`src/rtl/core/swm_pkg.sv`:
```
// ----------------------------------------------------------------------------
// swm_pkg
// Shared types and constants of the sliding window maximum unit.
// ----------------------------------------------------------------------------
package swm_pkg;

  localparam int SAMPLE_W       = 31;
  localparam int WLEN_W         = 9;
  localparam int DEF_MAX_WINDOW = 256;
  localparam int DATA_W         = 32;
  localparam int CFG_ADDR_W     = 3;
  localparam int CFG_DATA_W     = 32;
  localparam int REG_IDX_W      = 1;

  localparam logic [REG_IDX_W-1:0] REG_WINDOW_LENGTH = 1'b0;
  localparam logic [WLEN_W-1:0]    WLEN_RESET        = 9'd1;

  typedef logic [SAMPLE_W-1:0] sample_t;

  typedef struct packed {
    logic shift;
    logic restart;
  } swm_cell_ctrl_t;

endpackage

```
`src/rtl/core/swm_cell.sv`:
```
// ----------------------------------------------------------------------------
// swm_cell
// One cell of the running maximum chain: holds the maximum over the newest
// samples up to its own age and hands it to the next cell on each shift.
// ----------------------------------------------------------------------------
module swm_cell
  import swm_pkg::*;
(
  input  logic           clk,
  input  swm_cell_ctrl_t ctrl,
  input  sample_t        sample,
  input  sample_t        prev_max,
  output sample_t        max_r
);

  sample_t max_nxt;

  always_comb begin
    if (ctrl.restart || (sample >= prev_max)) begin
      max_nxt = sample;
    end else begin
      max_nxt = prev_max;
    end
  end

  always_ff @(posedge clk) begin
    if (ctrl.shift) begin
      max_r <= max_nxt;
    end
  end

endmodule

```
`config.mk`:
```
export PLATFORM = sky130hd
export DESIGN_NAME = swm_cell
export DESIGN_NICKNAME = d
export VERILOG_FILES = /design/src/rtl/core/swm_pkg.sv /design/src/rtl/core/swm_cell.sv
export SDC_FILE = /design/constraint.sdc
export NUM_CORES = 1
export LEC_CHECK = 0
export BUFFER_PORTS_ARGS = -buffer_cell sky130_fd_sc_hd__buf_2
export CAP_MARGIN = 20
export CORE_ASPECT_RATIO = 1.25
export CORE_MARGIN = 2
export CORE_UTILIZATION = 35
export CTS_CLUSTER_SIZE = 25
export DETAILED_ROUTE_END_ITERATION = 10
export PLACE_DENSITY = 0.6
export SYNTH_ARGS = -nofsm -noshare
export SYNTH_HDL_FRONTEND = slang
export SYNTH_SLANG_ARGS = --single-unit
```
`constraint.sdc`:
```
create_clock -name clk -period 2.5 [get_ports clk]
set_input_delay 0.125 -clock clk [delete_from_list [all_inputs] [get_ports clk]]
set_output_delay 0.125 -clock clk [all_outputs]
set_load 0.02 [all_outputs]
```
==> results of run 1 <==
-- cell type report --
| cell class | count | area, sq um | share of cell area |
|---|---|---|---|
| inverter | 32 | 120 | 0.0415 |
| multi-input combinational | 110 | 1150 | 0.396 |
| clock inverter | 2 | 7.51 | 0.00259 |
| sequential | 31 | 931 | 0.322 |
| clock buffer | 6 | 72.6 | 0.0251 |
| tap | 85 | 106 | 0.0367 |
| timing repair buffer | 98 | 510 | 0.176 |
-- cell families after synthesis --
| logic type | share of synthesized area |
|---|---|
| buffers and inverters | 0.0690 |
| multiplexers | 0.207 |
| adder cells (fa/ha/maj) | 0.174 |
| flip-flops | 0.417 |
| AO/OA/AOI/OAI | 0.0808 |
| AND/OR/NAND/NOR | 0.0522 |
-- synth_stat cells, drive strengths merged --
master,count
a2111oi,1
a211oi,3
a21oi,11
a221oi,1
a31oi,1
buf,3
edfxtp,31
ha,31
inv,32
mux2,31
nand2,7
nand3,3
nand3b,1
nand4,5
nor2,4
nor2b,1
nor3,3
o21ai,6
o31ai,1
-- how the worst min path moves through the flow --
stage / from / end / slack, ps / cells past startpoint
after detailed placement: prev_max[10] / max_r[10] / 440 / 2
final: sample[0] / max_r[0] / 160 / 2
after global placement: prev_max[10] / max_r[10] / 440 / 2
after CTS: prev_max[23] / max_r[23] / 150 / 2
after floorplan: ctrl[1] / max_r[0] / 240 / 0
after global routing: prev_max[26] / max_r[26] / 150 / 2
-- power breakdown --
part | internal, W | leakage [nW] | switching [W] | total, W
clock network | 0.000189 | 0.0403 | 0.000178 | 0.000368
logic | 0.000208 | 1.12 | 0.000222 | 0.000430
registers | 0.000638 | 0.303 | 0.0000113 | 0.000649
-- stage by stage --
| stage | utilization | instances | setup TNS (ps) | total power [W] |
|---|---|---|---|---|
| 2_1_floorplan | - | 176 | 0 | 0.000941 |
| 3_3_place_gp | 0.456 | 356 | -915 | 0.00109 |
| 3_5_place_dp | 0.456 | 356 | -1910 | 0.00110 |
| 4_1_cts | 0.469 | 364 | 0 | 0.00147 |
| 5_1_grt | 0.469 | 364 | 0 | 0.00153 |
| 6_report | 0.469 | 364 | 0 | 0.00145 |
-- metal layers --
| metal | track usage | wire, microns | vias to the layer above | share of wire |
|---|---|---|---|---|
| met5 | 0 | 0 | - | 0 |
| met4 | 0.0570 | 75 | 0 | 0.017 |
| met3 | 0.0356 | 302 | 5 | 0.067 |
| met2 | 0.236 | 2370 | 53 | 0.52 |
| met1 | 0.157 | 1780 | 751 | 0.39 |
| li1 | - | - | 841 | - |
==> results.ini, run 1 <==
[final_layout]
largest_register = max_r
layout_commonest_cell = buf_2
final_cell_mix = buf_2, inv_1, ha_1, edfxtp_1, mux2_4
nets = 374
largest_reg_flops = 31
area_delta_synth_final_pct = 29.7
drive_gt1_frac = 0.502
antennaDiodeCount = 0
fin_area_sq_um = 2890
fillers = 624
reg_top3 = max_r: 31 flops

[drt]
num_vias = 1650
drt_iter0_markers = 53
post_drt_wl_per_cell_microns = 12.4
dr.pass1.iters = 4
finalWirelength_microns = 4520
postRouteAntennaNets = 0
avgViaCountPerCell = 4.53
drc = 0

[cts]
holdBufCountCts = 0
post_cts_buffers = 0
clk_pin_slew_ps = 60
clock_sinks = 31
tritoncts = yes
cts-resized-gates = 0
htreeDepth = 2
cts_made_buffers = 5
cts_root_buffer = clkbuf_8
clock_path_buffers = 2

[critical_path]
endpoint_kind = register
required_ps = 2530
startpoint = sample[2]
critical_path.top_delay_family = compound AO/OA/AOI/OAI gates
max_stage_delay_ps = 460
cp_common_cell = a21oi_1
cp-start-kind = input pin
endpoint = max_r[14]
crit_type = input pin to register
crit_buf_inv = 2
cp_max_fo = 8
cp.arrival_ps = 2320
cpMaxStageDelayCell = a2111oi_4
crit_chain = buf_2, ha_1, a21oi_1, a21oi_1, o31ai_1, a21oi_1, a2111oi_4, buf_4, mux2_4
worst-path-stages = 9

[floorplanning]
fp.dieW_microns = 75.4
core-area_sq_um = 6170
fp.dieH_microns = 93.3
rows = 32
start_util = 0.362
ioPinCount = 96
die-area_sq_um = 7030

[power]
powerDensity_nw_per_um2 = 500
leakage_nw = 1.46
peakVddDrop_v = 0.000190

[global_routing]
grtUsageTotal = 0.137
antenna_found_initial = 0
grt_pass1_vias = 1623
grt_first_pass_wirelength_microns = 7330
grt_max_degree = 32
grt.overflow.total = 0

[run]
max_cap_violations = 0

[yosys]
synth-seq-cells = 31
synth_fp_nets = 272
ys_seq_area_frac = 0.417
ys_top_cells_by_area = edfxtp_1, mux2_4, ha_1, inv_1, a21oi_1
syn_area_sq_um = 2230
synthCells = 176
yosysTopAreaCell = edfxtp_1
yosysWarnings = 0
syn_area_per_cell_sq_um = 12.7
yosysTopAreaCellShare = 0.417
yosysUniqueCellTypes = 24

[placement]
gp_congestion = 0.744
hpwlAfterDp_microns = 3690
portBuffers = 95
post-place-ws_ps = -87.8
place_area_sq_um = 2810

[timing]
rsz0062_at_grt = false
final-hold-violation-count = 0
slew_violations = 0
slew_headroom = 0.520
setup_viol = 0
holdWs_ps = 160
max_freq_mhz = 435
final.period_utilization = 0.919
layout_setup_ws_ps = 203
fin_crit_ps = 2300
worst_pin_slew_ps = 720

[hold_path]
hold_path_class = input pin to register

[run_status]
status = finished clean

No activity file was read; power rests on OpenSTA's default activity.
==> run 2: changes to the inputs <==
--- a/config.mk
+++ b/config.mk
@@ -9,10 +9,11 @@
 export CAP_MARGIN = 20
 export CORE_ASPECT_RATIO = 1.25
 export CORE_MARGIN = 2
-export CORE_UTILIZATION = 35
+export CORE_UTILIZATION = 48
 export CTS_CLUSTER_SIZE = 25
 export DETAILED_ROUTE_END_ITERATION = 10
-export PLACE_DENSITY = 0.6
+export PLACE_DENSITY = 0.79
+export SLEW_MARGIN = 40
 export SYNTH_ARGS = -nofsm -noshare
 export SYNTH_HDL_FRONTEND = slang
 export SYNTH_SLANG_ARGS = --single-unit
==> results.ini, run 2 (synthesis gave the netlist of run 1 again) <==
[run_status]
status = finished clean

[cts]
cts_made_buffers = 5
clock_sinks = 31
post_cts_buffers = 0
htreeDepth = 2
clk_pin_slew_ps = 60
cts_root_buffer = clkbuf_8
holdBufCountCts = 0
cts-resized-gates = 0
tritoncts = yes
clock_path_buffers = 2

[power]
switching_share = 0.282
powerDensity_nw_per_um2 = 505
peakVddDrop_v = 0.000225
p_comb_frac = 0.299
p_int_w = 0.00103
pwr-share-seq = 0.450
p_sw_w = 0.000406
clockPowerShare = 0.251
leakage_nw = 1.46

[global_routing]
grt_use_met3 = 0.0350
grtUsageTotal = 0.170
grt_pass1_vias = 1514
grt.overflow.total = 0
met1_usage = 0.182
met2_usage = 0.314
antenna_found_initial = 0
gr-max-usage-layer = met2
grt_first_pass_wirelength_microns = 6630
grt_max_degree = 32

[timing]
setup_viol = 0
slew_headroom = 0.551
worst_pin_slew_ps = 674
fin_crit_ps = 2200
max_freq_mhz = 455
final-hold-violation-count = 0
rsz0062_at_grt = false
slew_violations = 0
final.period_utilization = 0.880
setup_tns_ps = 0

[run]
max_cap_violations = 0

[final_layout]
largest_register = max_r
area_delta_synth_final_pct = 27.9
final_util = 0.645
fillers = 358
fin_cells = 336
final_cell_mix = buf_2, inv_1, ha_1, edfxtp_1, mux2_4
largest_reg_flops = 31
drive_gt1_frac = 0.500
antennaDiodeCount = 0
reg_top3 = max_r: 31 flops
nets = 373
layout_commonest_cell = buf_2
seq_area_sq_um = 931
multi_input_area_sq_um = 1150

[drt]
num_vias = 1661
postRouteAntennaNets = 0
drc = 0
avgViaCountPerCell = 4.94
post_drt_wl_per_cell_microns = 12.7
finalWirelength_microns = 4270
dr.pass1.iters = 4
drt_iter0_markers = 58

[floorplanning]
die-area_sq_um = 5210
rows = 27
core-area_sq_um = 4430
ioPinCount = 96
fp.dieH_microns = 80.2
start_util = 0.504
fp.dieW_microns = 65.0

[critical_path]
cp.arrival_ps = 2230
crit_type = input pin to register
endpoint_kind = register
cp-start-kind = input pin
cp_max_fo = 23
required_ps = 2530

[hold_path]
min_delay_path_depth = 2
hold_path_class = input pin to register

[placement]
gp_congestion = 0.773
portBuffers = 95
dp_cells = 328
hpwlAfterDp_microns = 3540

-- run 2: changes by cell type in the layout (fill, tap and decap cells not counted), sizes merged --
cell,before,now
buf,98,97
-- run 2: stage by stage --
step	power (W)	worst slack (ps)	hold WS, ps	cell area, sq um
after CTS	0.00146	265	151	2850
after global placement	0.00108	64.8	444	2770
after global routing	0.00152	172	152	2850
after detailed placement	0.00109	-7.18	445	2770
after floorplan	0.000941	261	237	2230
final	0.00144	300	155	2850
-- run 2: worst paths after layout --
kind / start / end
setup / recovery: prev_max[2] / max_r[30]
hold / removal: prev_max[25] / max_r[25]
-- run 2: cell type report --
type,instances,share of cell area
Multi-Input combinational cell,110,0.402
Sequential cell,31,0.326
Timing Repair Buffer,97,0.176
Inverter,32,0.0421
Clock buffer,6,0.0254
Tap cell,58,0.0254
Clock inverter,2,0.00263
-- run 2: worst max-delay path: stages --
cell and delay, ps:
buf_2 100, inv_1 40, ha_1 310, a21oi_1 150, a21oi_1 90, o31ai_1 240, a21oi_1 130, a2111oi_4 420
buf_12 260, mux2_2 350
-- run 2: power groups by stage --
| stage | registers (W) | clock network (W) | logic, W |
|---|---|---|---|
| final | 0.000648 | 0.000362 | 0.000430 |
| after global routing | 0.000653 | 0.000396 | 0.000469 |
| after CTS | 0.000649 | 0.000373 | 0.000435 |
| after detailed placement | 0.000659 | 0 | 0.000434 |
| after global placement | 0.000658 | 0 | 0.000425 |
| after floorplan | 0.000733 | 0 | 0.000208 |
-- run 2: layer usage --
| layer | share of wire | vias to the layer above |
|---|---|---|
| met1 | 0.38 | 762 |
| li1 | - | 841 |
| met2 | 0.54 | 53 |
| met3 | 0.064 | 5 |
| met5 | 0 | - |
| met4 | 0.017 | 0 |
==> run 3: changes to the inputs <==
--- a/config.mk
+++ b/config.mk
@@ -8,11 +8,12 @@
 export BUFFER_PORTS_ARGS = -buffer_cell sky130_fd_sc_hd__buf_2
 export CAP_MARGIN = 20
 export CORE_ASPECT_RATIO = 1.25
-export CORE_MARGIN = 2
-export CORE_UTILIZATION = 48
+export CORE_MARGIN = 1.5
+export CORE_UTILIZATION = 49
+export CTS_BUF_LIST = sky130_fd_sc_hd__clkbuf_2 sky130_fd_sc_hd__clkbuf_4 sky130_fd_sc_hd__clkbuf_8
 export CTS_CLUSTER_SIZE = 25
 export DETAILED_ROUTE_END_ITERATION = 10
-export PLACE_DENSITY = 0.79
+export PLACE_DENSITY = 0.8
 export SLEW_MARGIN = 40
 export SYNTH_ARGS = -nofsm -noshare
 export SYNTH_HDL_FRONTEND = slang
==> results.ini, run 3 (synthesis gave the netlist of run 1 again) <==
[run_status]
status = finished clean

[global_routing]
grt_pass1_vias = 1639
grt.overflow.total = 0
grtUsageTotal = 0.181
grt_max_degree = 32
antenna_found_initial = 0
grt_first_pass_wirelength_microns = 6930

[drt]
drt_iter0_markers = 95
dr.pass1.iters = 4
top_layer = met4
avgViaCountPerCell = 5.00
wl_met3_microns = 183
num_vias = 1680
met1_length_microns = 1640
post_drt_wl_per_cell_microns = 12.7
finalWirelength_microns = 4270
postRouteAntennaNets = 0
drc = 0
dr_wl_met2_microns = 2380

[final_layout]
fin_area_sq_um = 2870
fin_cells = 336
area_delta_synth_final_pct = 28.6
layout_commonest_cell = buf_2
final_cell_mix = buf_2, inv_1, ha_1, edfxtp_1, mux2_4
nets = 373
largest_reg_flops = 31
drive_gt1_frac = 0.504
final_util = 0.653
reg_top3 = max_r: 31 flops
largest_register = max_r
antennaDiodeCount = 0

[power]
leakage_nw = 1.46
p_comb_frac = 0.298
p_int_w = 0.00105
pwr-share-seq = 0.447
powerDensity_nw_per_um2 = 507
p_sw_w = 0.000406
peakVddDrop_v = 0.000269
clockPowerShare = 0.255
switching_share = 0.279

[cts]
post_cts_buffers = 0
clock_sinks = 31
clock_path_buffers = 2
cts_root_buffer = clkbuf_8
cts_made_buffers = 5
tritoncts = yes
holdBufCountCts = 0
clk_pin_slew_ps = 60
htreeDepth = 2
cts-resized-gates = 0

[floorplanning]
ioPinCount = 96
start_util = 0.508
fp.dieH_microns = 78.4
fp.dieW_microns = 63.4
die-area_sq_um = 4970
core-area_sq_um = 4390
rows = 27

[critical_path]
cp.arrival_ps = 2260
endpoint_kind = register
cp_max_fo = 15
cp-start-kind = input pin
crit_type = input pin to register
required_ps = 2530

[timing]
worst_pin_slew_ps = 711
final-hold-violation-count = 0
setup_viol = 0
fin_crit_ps = 2220
max_freq_mhz = 450
slew_headroom = 0.526
slew_violations = 0
rsz0062_at_grt = false
setup_tns_ps = 0
final.period_utilization = 0.890
holdWs_ps = 158

[placement]
portBuffers = 95
gp_congestion = 0.728
place_area_sq_um = 2790
hpwlAfterDp_microns = 3560
dp_cells = 328

[run]
max_cap_violations = 0

[hold_path]
hold_path_class = input pin to register

## run 3: cell counts in the layout (fill, tap and decap cells not counted)
No cell type changed its count.
## run 3: metal layers
layer | GRT usage | vias up
li1 | - | 842
met1 | 0.186 | 786
met2 | 0.349 | 47
met3 | 0.0330 | 5
met4 | 0.0783 | 0
met5 | 0 | -
## run 3: critical path: stages
cell       delay [ps]
buf_2             110
ha_1              320
a21oi_1           140
a21oi_1            90
o31ai_1           270
a21oi_1           140
a2111oi_4         480
buf_12            230
mux2_2            340
## run 3: worst paths after layout
kind                  startpoint   endpoint  slack, ps  cells after the start
worst max-delay path   sample[2]  max_r[30]        280                      9
worst min-delay path   sample[0]   max_r[0]        160                      2
## run 3: cell type report
class,instances,area (sq um)
well taps,58,72.6
fillers,368,1520
inverters,32,120
clock inverters,2,7.51
repair buffers,97,515
clock buffers,6,76.3
multi-input cells,110,1150
flip-flops and latches,31,931
## run 3: stage by stage
stage	power [W]	setup slack, ps
2_1_floorplan	0.000941	261
3_3_place_gp	0.00108	0.152
3_5_place_dp	0.00110	-45.6
4_1_cts	0.00147	250
5_1_grt	0.00153	173
6_report	0.00145	276
## run 3: power by group through the flow
stage | Sequential (W) | Clock, W | Combinational (W)
after global placement | 0.000658 | 0 | 0.000426
after detailed placement | 0.000662 | 0 | 0.000437
after global routing | 0.000655 | 0.000402 | 0.000474
final | 0.000650 | 0.000371 | 0.000434
after CTS | 0.000651 | 0.000378 | 0.000439
after floorplan | 0.000733 | 0 | 0.000208
